==> config.mk <==
export PLATFORM = sky130hd
export DESIGN_NAME = gtp_back
export DESIGN_NICKNAME = d
export VERILOG_FILES = /design/src/sv/gtp_pkg.sv /design/src/sv/gtp_back.sv
export SDC_FILE = /design/constraint.sdc
export NUM_CORES = 1
export LEC_CHECK = 0
export ABC_CLOCK_PERIOD_IN_PS = 8300
export BUFFER_PORTS_ARGS = -buffer_cell sky130_fd_sc_hd__buf_2
export CORE_UTILIZATION = 58
export DETAILED_ROUTE_END_ITERATION = 7
export GPL_TIMING_DRIVEN = 0
export PLACE_DENSITY = 0.83
export SLEW_MARGIN = 20
export SYNTH_ARGS = -nofsm -noshare
export SYNTH_HDL_FRONTEND = slang
export SYNTH_SLANG_ARGS = --single-unit
==> constraint.sdc <==
create_clock -name i_clk -period 8.3 [get_ports i_clk]
set_input_delay 0.83 -clock i_clk [delete_from_list [all_inputs] [get_ports i_clk]]
set_output_delay 0.83 -clock i_clk [all_outputs]
set_load 0.02 [all_outputs]
==> src/sv/gtp_pkg.sv <==
// package: types, constants and tables of the go-to-point steering core
package gtp_pkg;

    localparam int CORDIC_STEPS = 12;
    localparam int SQRT_STEPS   = 17;
    localparam int STEP_W       = 5;

    localparam logic [2:0] REG_TARGET_X   = 3'd0;
    localparam logic [2:0] REG_TARGET_Y   = 3'd1;
    localparam logic [2:0] REG_GAIN       = 3'd2;
    localparam logic [2:0] REG_MAX_SPEED  = 3'd3;
    localparam logic [2:0] REG_ARRIVE_THR = 3'd4;
    localparam logic [2:0] REG_HEAD_THR   = 3'd5;

    localparam logic signed [19:0] HALF_PI_Q16 = 20'sd102944;

    typedef struct packed {
        logic        [33:0] rem;
        logic        [33:0] root;
        logic signed [31:0] x;
        logic signed [31:0] y;
        logic signed [19:0] z;
        logic signed [10:0] hd;
    } t_iter;

    function automatic logic signed [19:0] atan_q16(input logic [STEP_W-1:0] i);
        logic signed [19:0] v;
        case (i)
            5'd0:    v = 20'sd51472;
            5'd1:    v = 20'sd30385;
            5'd2:    v = 20'sd16055;
            5'd3:    v = 20'sd8150;
            5'd4:    v = 20'sd4091;
            5'd5:    v = 20'sd2047;
            5'd6:    v = 20'sd1024;
            5'd7:    v = 20'sd512;
            5'd8:    v = 20'sd256;
            5'd9:    v = 20'sd128;
            5'd10:   v = 20'sd64;
            5'd11:   v = 20'sd32;
            5'd12:   v = 20'sd16;
            5'd13:   v = 20'sd8;
            5'd14:   v = 20'sd4;
            5'd15:   v = 20'sd2;
            default: v = 20'sd0;
        endcase
        return v;
    endfunction

endpackage

==> src/sv/gtp_back.sv <==
// back stages: bearing error, branch decision, gain product and clamp
module gtp_back import gtp_pkg::*; (
    input  logic        i_clk,
    input  logic        i_rst_n,
    input  logic        i_en,
    input  logic        i_valid,
    input  t_iter       i_data,
    input  logic [15:0] i_gain,
    input  logic [15:0] i_max_speed,
    input  logic [15:0] i_arrive_thr,
    input  logic [10:0] i_head_thr,
    output logic        o_valid,
    output logic [15:0] o_linear_speed,
    output logic [10:0] o_turn_rate
);
    logic               r_v1, r_go, r_turn;
    logic        [10:0] r_aerr;
    logic        [32:0] r_prod;
    logic               r_v2;
    logic        [15:0] r_lin;
    logic        [10:0] r_turn_rate;
    logic        [16:0] distance;
    logic signed [19:0] z_rnd;
    logic signed [11:0] bearing;
    logic signed [12:0] err;
    logic        [11:0] aerr;
    logic        [24:0] lin_full;
    logic        [15:0] n_lin;
    logic        [10:0] n_turn_rate;

    // rounded bearing minus heading, unwrapped
    assign distance = i_data.root[16:0];
    assign z_rnd    = (i_data.z + 20'sd128) >>> 8;
    assign bearing  = z_rnd[11:0];
    assign err      = {bearing[11], bearing} - {{2{i_data.hd[10]}}, i_data.hd};
    assign aerr     = err[12] ? 12'(-err) : err[11:0];

    // speed clamp and branch select
    assign lin_full = r_prod[32:8];
    always_comb begin
        n_lin       = '0;
        n_turn_rate = '0;
        if (r_go) begin
            if (r_turn) begin
                n_turn_rate = r_aerr;
            end else if (lin_full > 25'(i_max_speed)) begin
                n_lin = i_max_speed;
            end else begin
                n_lin = lin_full[15:0];
            end
        end
    end

    always_ff @(posedge i_clk) begin
        if (!i_rst_n) begin
            r_v1 <= 1'b0;
            r_v2 <= 1'b0;
        end else if (i_en) begin
            r_v1 <= i_valid;
            r_v2 <= r_v1;
        end
    end

    always_ff @(posedge i_clk) begin
        if (i_en) begin
            r_go        <= distance > 17'(i_arrive_thr);
            r_turn      <= aerr > 12'(i_head_thr);
            r_aerr      <= aerr[10:0];
            r_prod      <= i_gain * distance;
            r_lin       <= n_lin;
            r_turn_rate <= n_turn_rate;
        end
    end

    assign o_valid        = r_v2;
    assign o_linear_speed = r_lin;
    assign o_turn_rate    = r_turn_rate;
endmodule

==> run_results.csv, run 1 <==
group,metric,value,unit
floorplan,rows,54,
clocking,tritoncts,"done",
routing,drc,0,
worst_setup_path,cp_max_fo,10,
yosys,netlist_area,13240,um^2
timing,tns,0,ns
clocking,cts_max_path_buffers,2,
routing,drt_pass1_iterations,5,
status,outcome,"completed",
clocking,cts_made_buffers,9,
power_and_ir_drop,ir_drop,0.4794,mV
yosys,synth_flop_cell,"edfxtp_1",
yosys,synth.area.top_cells,"fa_1 (31%), ha_1 (15%), edfxtp_1 (15%)",
yosys,async_flop_share,0,%
worst_setup_path,crit_type,"input port to register",
clocking,hold_buffers,0,
run,drv_cap,0,
clocking,cts.sinks,67,
global_routing,grt_pass1_vias,10540,
global_routing,grt_use_total,27.77,%
yosys,yosysUniqueCellTypes,61,
floorplan,core,22090,um^2
final_layout,antenna_cells,0,
hold_path,hp-class,"register to register",
timing,slew_violations,0,
global_routing,grt_pass1_wl,50.75,mm
routing,wl_per_cell,16.78,um
routing,antenna_left,0,
timing,tightest_slew,0.8482,ns
routing,routed_via_density,5.552,
floorplan,pin_count,254,
floorplan,initial_core_util,59.94,%
floorplan,die_area,23440,um^2
clocking,insertion_delay,0.33,ns
worst_setup_path,cp.required,8.37,ns
global_routing,grt-ovfl-total,0,
floorplan,fp.dieH,153.1,um
placed_design,hpwl,26.22,mm
final_layout,finish.utilization,65.95,%
global_routing,antenna_found_initial,0,
final_layout,drive_gt1_share,9.898,%
final_layout,nNetsFinal,2165,
timing,min_period_over_period,88.71,%
yosys,synth.most_common_cell,"inv_1",
timing,rsz0062_at_grt,"false",
clocking,cts_resized,0,
yosys,seq_area_frac_synth,15.04,%
yosys,ys_seq_elements,67,
clocking,clkTransAtPathRegs,0.06,ns
placed_design,place_congestion,0.9408,
timing,finalSetupViolations,0,
placed_design,io_buffer_count,127,
timing,slew_headroom,42.97,%
timing,clock_skew,0.004697,ns
global_routing,grt_max_degree,68,
power_and_ir_drop,powerDensity,370.7,nW/um^2
clocking,cts_setup_buffers,0,
final_layout,fill_cells,1801,
clocking,cts_max_level,3,
timing,hold_viol_final,0,
yosys,synth_top_area_share,31.44,%
power_and_ir_drop,leakage,0.007347,uW
yosys,synthesis.nets,2027,
timing,finalWorstPathRequiredPeriod,7.363,ns
yosys,ys_warn_count,0,
yosys,synth.largest_area_cell,"fa_1",
clocking,clockRootBuffer,"clkbuf_16",
yosys,synth_common_cells,"inv_1 (306), fa_1 (208), nand2_1 (176)",
worst_setup_path,cp.arrival,7.43,ns
yosys,avgSynthCellArea,9.241,um^2
yosys,synth_edf_count,65,
floorplan,fp.dieW,153.1,um
routing,routed_wl,31.14,mm
timing,fmax,135.8,MHz
routing,vias,10310,
final_layout,synthToLayoutAreaGrowth,10.03,%
routing,drtIter0Drc,591,
worst_setup_path,cp-start-kind,"input port",
power_and_ir_drop,p_total,5402,uW
yosys,syn-instance-count,1433,
worst_setup_path,end_kind,"register",
## metrics by stage
| step | area [um^2] | instances | worst slack (ns) | hold WS (ns) |
|---|---|---|---|---|
| after floorplan | 13240 | 1433 | 1.387 | 0.4824 |
| after global placement | 14230 | 1840 | 0.6986 | 0.4973 |
| after detailed placement | 14230 | 1840 | 0.6602 | 0.5106 |
| after CTS | 14570 | 1856 | 0.9938 | 0.5236 |
| after global routing | 14570 | 1856 | 0.7273 | 0.5516 |
| final | 14570 | 1856 | 0.9368 | 0.5192 |
## cell type report
class	count	area (um^2)	area share (%)
Sequential cell	67	1992	13.67
Clock inverter	7	115.1	0.7900
Clock buffer	9	225.2	1.546
Buffer	45	171.4	1.176
Tap cell	280	350.3	2.404
Multi-Input combinational cell	1015	9931	68.15
Inverter	306	1149	7.883
Timing Repair Buffer	127	638.1	4.379
## kinds of logic (layout without fill, tap and decap cells)
family / Yosys count / in the layout / synth area share, %
AOI/OAI and AO/OA: 152 / 152 / 8.154
adders and majority gates: 368 / 368 / 46.56
xor gates and xnor gates: 50 / 50 / 3.364
and+or+nand+nor: 443 / 443 / 16.76
buffers and inverters: 351 / 494 / 9.968
muxes: 2 / 2 / 0.1512
DFF: 67 / 67 / 15.04
## worst paths after layout
kind,from,endpoint,slack [ns],cells after the start
worst max register to register,r_prod[19],o_linear_speed[8],5.32,10
worst min-delay path,r_v1,r_v1,0.52,2
worst min register to register,r_v1,r_v1,0.52,2
worst max-delay path,i_gain[8],r_prod[30],0.94,23
## registers in the layout, summed over array words and instances, names as in the netlist
| signal | cells |
|---|---|
| o_linear_speed | 16 |
| r_prod | 25 |
| o_valid | 1 |
| r_aerr | 11 |
| o_turn_rate | 11 |
| r_turn | 1 |
| r_v1 | 1 |
| r_go | 1 |
## routing by layer
layer,GRT usage [%],wire [um]
met1,35.31,12460
met5,0,0
met3,4.621,2285
met2,47.81,15370
met4,9.861,1015
## critical path, stage by stage
cell and delay (ns):
clkbuf_1 0.37, clkbuf_1 0.51, nand2_1 0.16, fa_1 0.53, inv_1 0.06, fa_1 0.50
inv_1 0.05, fa_1 0.49, inv_1 0.06, fa_1 0.52, fa_1 0.55, inv_1 0.05
fa_1 0.52, inv_1 0.04, ha_1 0.37, and4_1 0.23, nor2b_1 0.15, o31a_1 0.30
o21a_1 0.24, or3_1 0.38, a21o_1 0.22, a41oi_2 0.20, xnor2_1 0.09
## layout by cell type (no fill, tap or decap), drive strengths merged, types with 6 or more instances in the layout
cell type	netlist	final
inv	306	307
fa	208	208
nand2	176	176
ha	160	160
buf	2	129
and2	123	123
edfxtp	65	65
clkbuf	43	52
o21ai	34	34
nand3	32	32
xnor2	32	32
nor2	31	31
a21oi	27	27
xor2	18	18
a21boi	18	18
nor2b	15	15
nor3	15	15
and3	14	14
a21o	13	13
nand4	12	12
o21a	10	10
a31oi	8	8
o211ai	7	7
and4	6	6
## power by group
| group | total, uW | leakage (uW) | switching, uW | internal, uW |
|---|---|---|---|---|
| registers | 758 | 0.000673 | 45.8 | 712 |
| clock network | 430 | 0.000163 | 137 | 292 |
| logic | 4210 | 0.00651 | 2410 | 1810 |
| total | 5400 | 0.00735 | 2590 | 2810 |
Power figures use the tool's default switching activity.
==> inputs of run 2 (changes only) <==
==> constraint.sdc (replaced) <==
create_clock -name i_clk -period 8.3 [get_ports i_clk]
set_input_delay 1.66 -clock i_clk [delete_from_list [all_inputs] [get_ports i_clk]]
set_output_delay 1.66 -clock i_clk [all_outputs]
set_load 0.02 [all_outputs]
==> run_results.csv, run 2 (synthesis gave the netlist of run 1 again) <==
group,metric,value,unit
timing,tightest_slew,0.8482,ns
global_routing,grt_use_total,27.77,%
placed_design,dp_cells,1840,
timing,hold_viol_final,0,
clocking,hold_buffers,0,
routing,wl_per_cell,16.76,um
floorplan,fp.dieH,153.1,um
worst_setup_path,worst_path_most_repeated_cell,"fa_1",
placed_design,hpwl,26.22,mm
power_and_ir_drop,swShare,47.97,%
final_layout,largest_reg_flops,25,
power_and_ir_drop,p_comb_share,78.0,%
power_and_ir_drop,ir_drop,0.4794,mV
floorplan,core,22090,um^2
clocking,tritoncts,"done",
final_layout,final_cell_mix,"inv_1 (306), fa_1 (208), nand2_1 (176)",
routing,drtIter0Drc,581,
final_layout,synthToLayoutAreaGrowth,10.05,%
worst_setup_path,cp_cell_sequence,"buf_2 > clkbuf_1 > nand2_1 > fa_1 > inv_1 > fa_1 > inv_1 > fa_1 > inv_1 > fa_1 > fa_1 > inv_1 > fa_1 > inv_1 > ha_1 > and4_1 > nor2b_1 > o31a_1 > o21a_1 > or3_1 > a21o_1 > a41oi_2 > xnor2_1",
final_layout,drive_gt1_share,10.03,%
clocking,cts_setup_buffers,0,
clocking,cts_max_level,3,
routing,drc,0,
final_layout,antenna_cells,0,
clocking,cts_made_buffers,9,
worst_setup_path,critPathSlowestCell,"fa_1",
worst_setup_path,slowest_delay,0.55,ns
worst_setup_path,cp_max_fo,10,
worst_setup_path,crit_type,"input port to register",
final_layout,finish.utilization,65.96,%
final_layout,fill_cells,1800,
routing,antenna_left,0,
hold_path,hp-class,"register to register",
worst_setup_path,crit_start,"i_data[101]",
placed_design,place_congestion,0.9408,
timing,finalWorstPathRequiredPeriod,8.020,ns
global_routing,grt-ovfl-total,0,
timing,min_period_over_period,96.62,%
routing,routed_wl,31.10,mm
placed_design,io_buffer_count,127,
power_and_ir_drop,p_int,2810,uW
global_routing,grt_pass1_wl,50.75,mm
status,outcome,"completed",
floorplan,rows,54,
global_routing,antenna_found_initial,0,
routing,vias,10310,
final_layout,final_common_cell,"inv_1",
timing,fmax,124.7,MHz
floorplan,pin_count,254,
power_and_ir_drop,seqPwrFrac,14.0,%
global_routing,grt_pass1_vias,10540,
clocking,cts_max_path_buffers,2,
floorplan,die_area,23440,um^2
run,drv_cap,0,
floorplan,initial_core_util,59.94,%
final_layout,regMostFlops,"r_prod",
power_and_ir_drop,power.switching,2591,uW
floorplan,fp.dieW,153.1,um
final_layout,nNetsFinal,2165,
clocking,insertion_delay,0.33,ns
timing,slew_violations,0,
worst_setup_path,end_kind,"register",
timing,clock_skew,0.004697,ns
timing,slew_headroom,42.97,%
hold_path,hold_start,"r_v1",
power_and_ir_drop,power_frac_clock,8.0,%
global_routing,grt_max_degree,68,
timing,finalSetupViolations,0,
power_and_ir_drop,leakage,0.007353,uW
routing,drt_pass1_iterations,5,
timing,rsz0062_at_grt,"false",
worst_setup_path,cp.arrival,8.09,ns
clocking,cts_resized,0,
worst_setup_path,cp.required,8.37,ns
routing,routed_via_density,5.553,
clocking,cts.sinks,67,
final_layout,fin_cells,1856,
power_and_ir_drop,powerDensity,370.6,nW/um^2
worst_setup_path,cp-start-kind,"input port",
clocking,clockRootBuffer,"clkbuf_16",
worst_setup_path,r2r-start,"r_prod[19]",
clocking,clkTransAtPathRegs,0.06,ns
## run 2: cell types whose count changed in the layout (fill, tap and decap cells not counted)
cell	before	now
clkbuf_1	43	41
clkbuf_2	0	2
## run 2: stage by stage
step                      hold WS (ns)  setup slack, ns  cell area (um^2)  total power (uW)  TNS [ns]
after floorplan                 0.4824           0.5566             13240              4018         0
after global placement          0.4973          -0.1314             14230              4811   -0.2541
after detailed placement        0.5106          -0.1698             14230              4968   -0.4166
after CTS                       0.5236           0.1638             14570              5433         0
after global routing            0.5516          0.04136             14570              6013         0
final                           0.5192           0.2802             14570              5401         0
## run 2: layout make-up
cell class	count	area, um^2	share of cell area, %
flip-flops and latches	67	1992	13.67
multi-input cells	1015	9931	68.14
clock inverters	7	115.1	0.7898
repair buffers	127	638.1	4.378
clock buffers	9	225.2	1.545
well taps	280	350.3	2.404
plain buffers	45	173.9	1.193
inverters	306	1149	7.881
## run 2: critical path: cells and delay by family
family / cells / cell delay [ns]
AOI/OAI and AO/OA: 4 / 0.96
buffers and inverters: 7 / 0.97
and+or+nand+nor: 4 / 0.92
xor gates and xnor gates: 1 / 0.09
adders and majority gates: 7 / 3.49
## run 2: power groups by stage
stage | Sequential, uW | Clock, uW | Combinational, uW
5_1_grt | 766 | 452 | 4790
3_3_place_gp | 764 | 0 | 4050
6_report | 758 | 430 | 4210
2_1_floorplan | 760 | 0 | 3260
3_5_place_dp | 764 | 0 | 4200
4_1_cts | 758 | 434 | 4240
## run 2: worst paths after layout
kind                             to  slack, ns  depth (start not counted)
setup reg to reg  o_linear_speed[8]       5.32                         10
hold / removal                 r_v1       0.52                          2
hold reg to reg                r_v1       0.52                          2
setup / recovery         r_prod[30]       0.28                         23
## run 2: metal layers
metal  track usage, %  part of all wire (%)
met1            35.31                    40
met2            47.81                    49
met4            9.861                   3.3
met5                0                     0
met3            4.621                   7.8
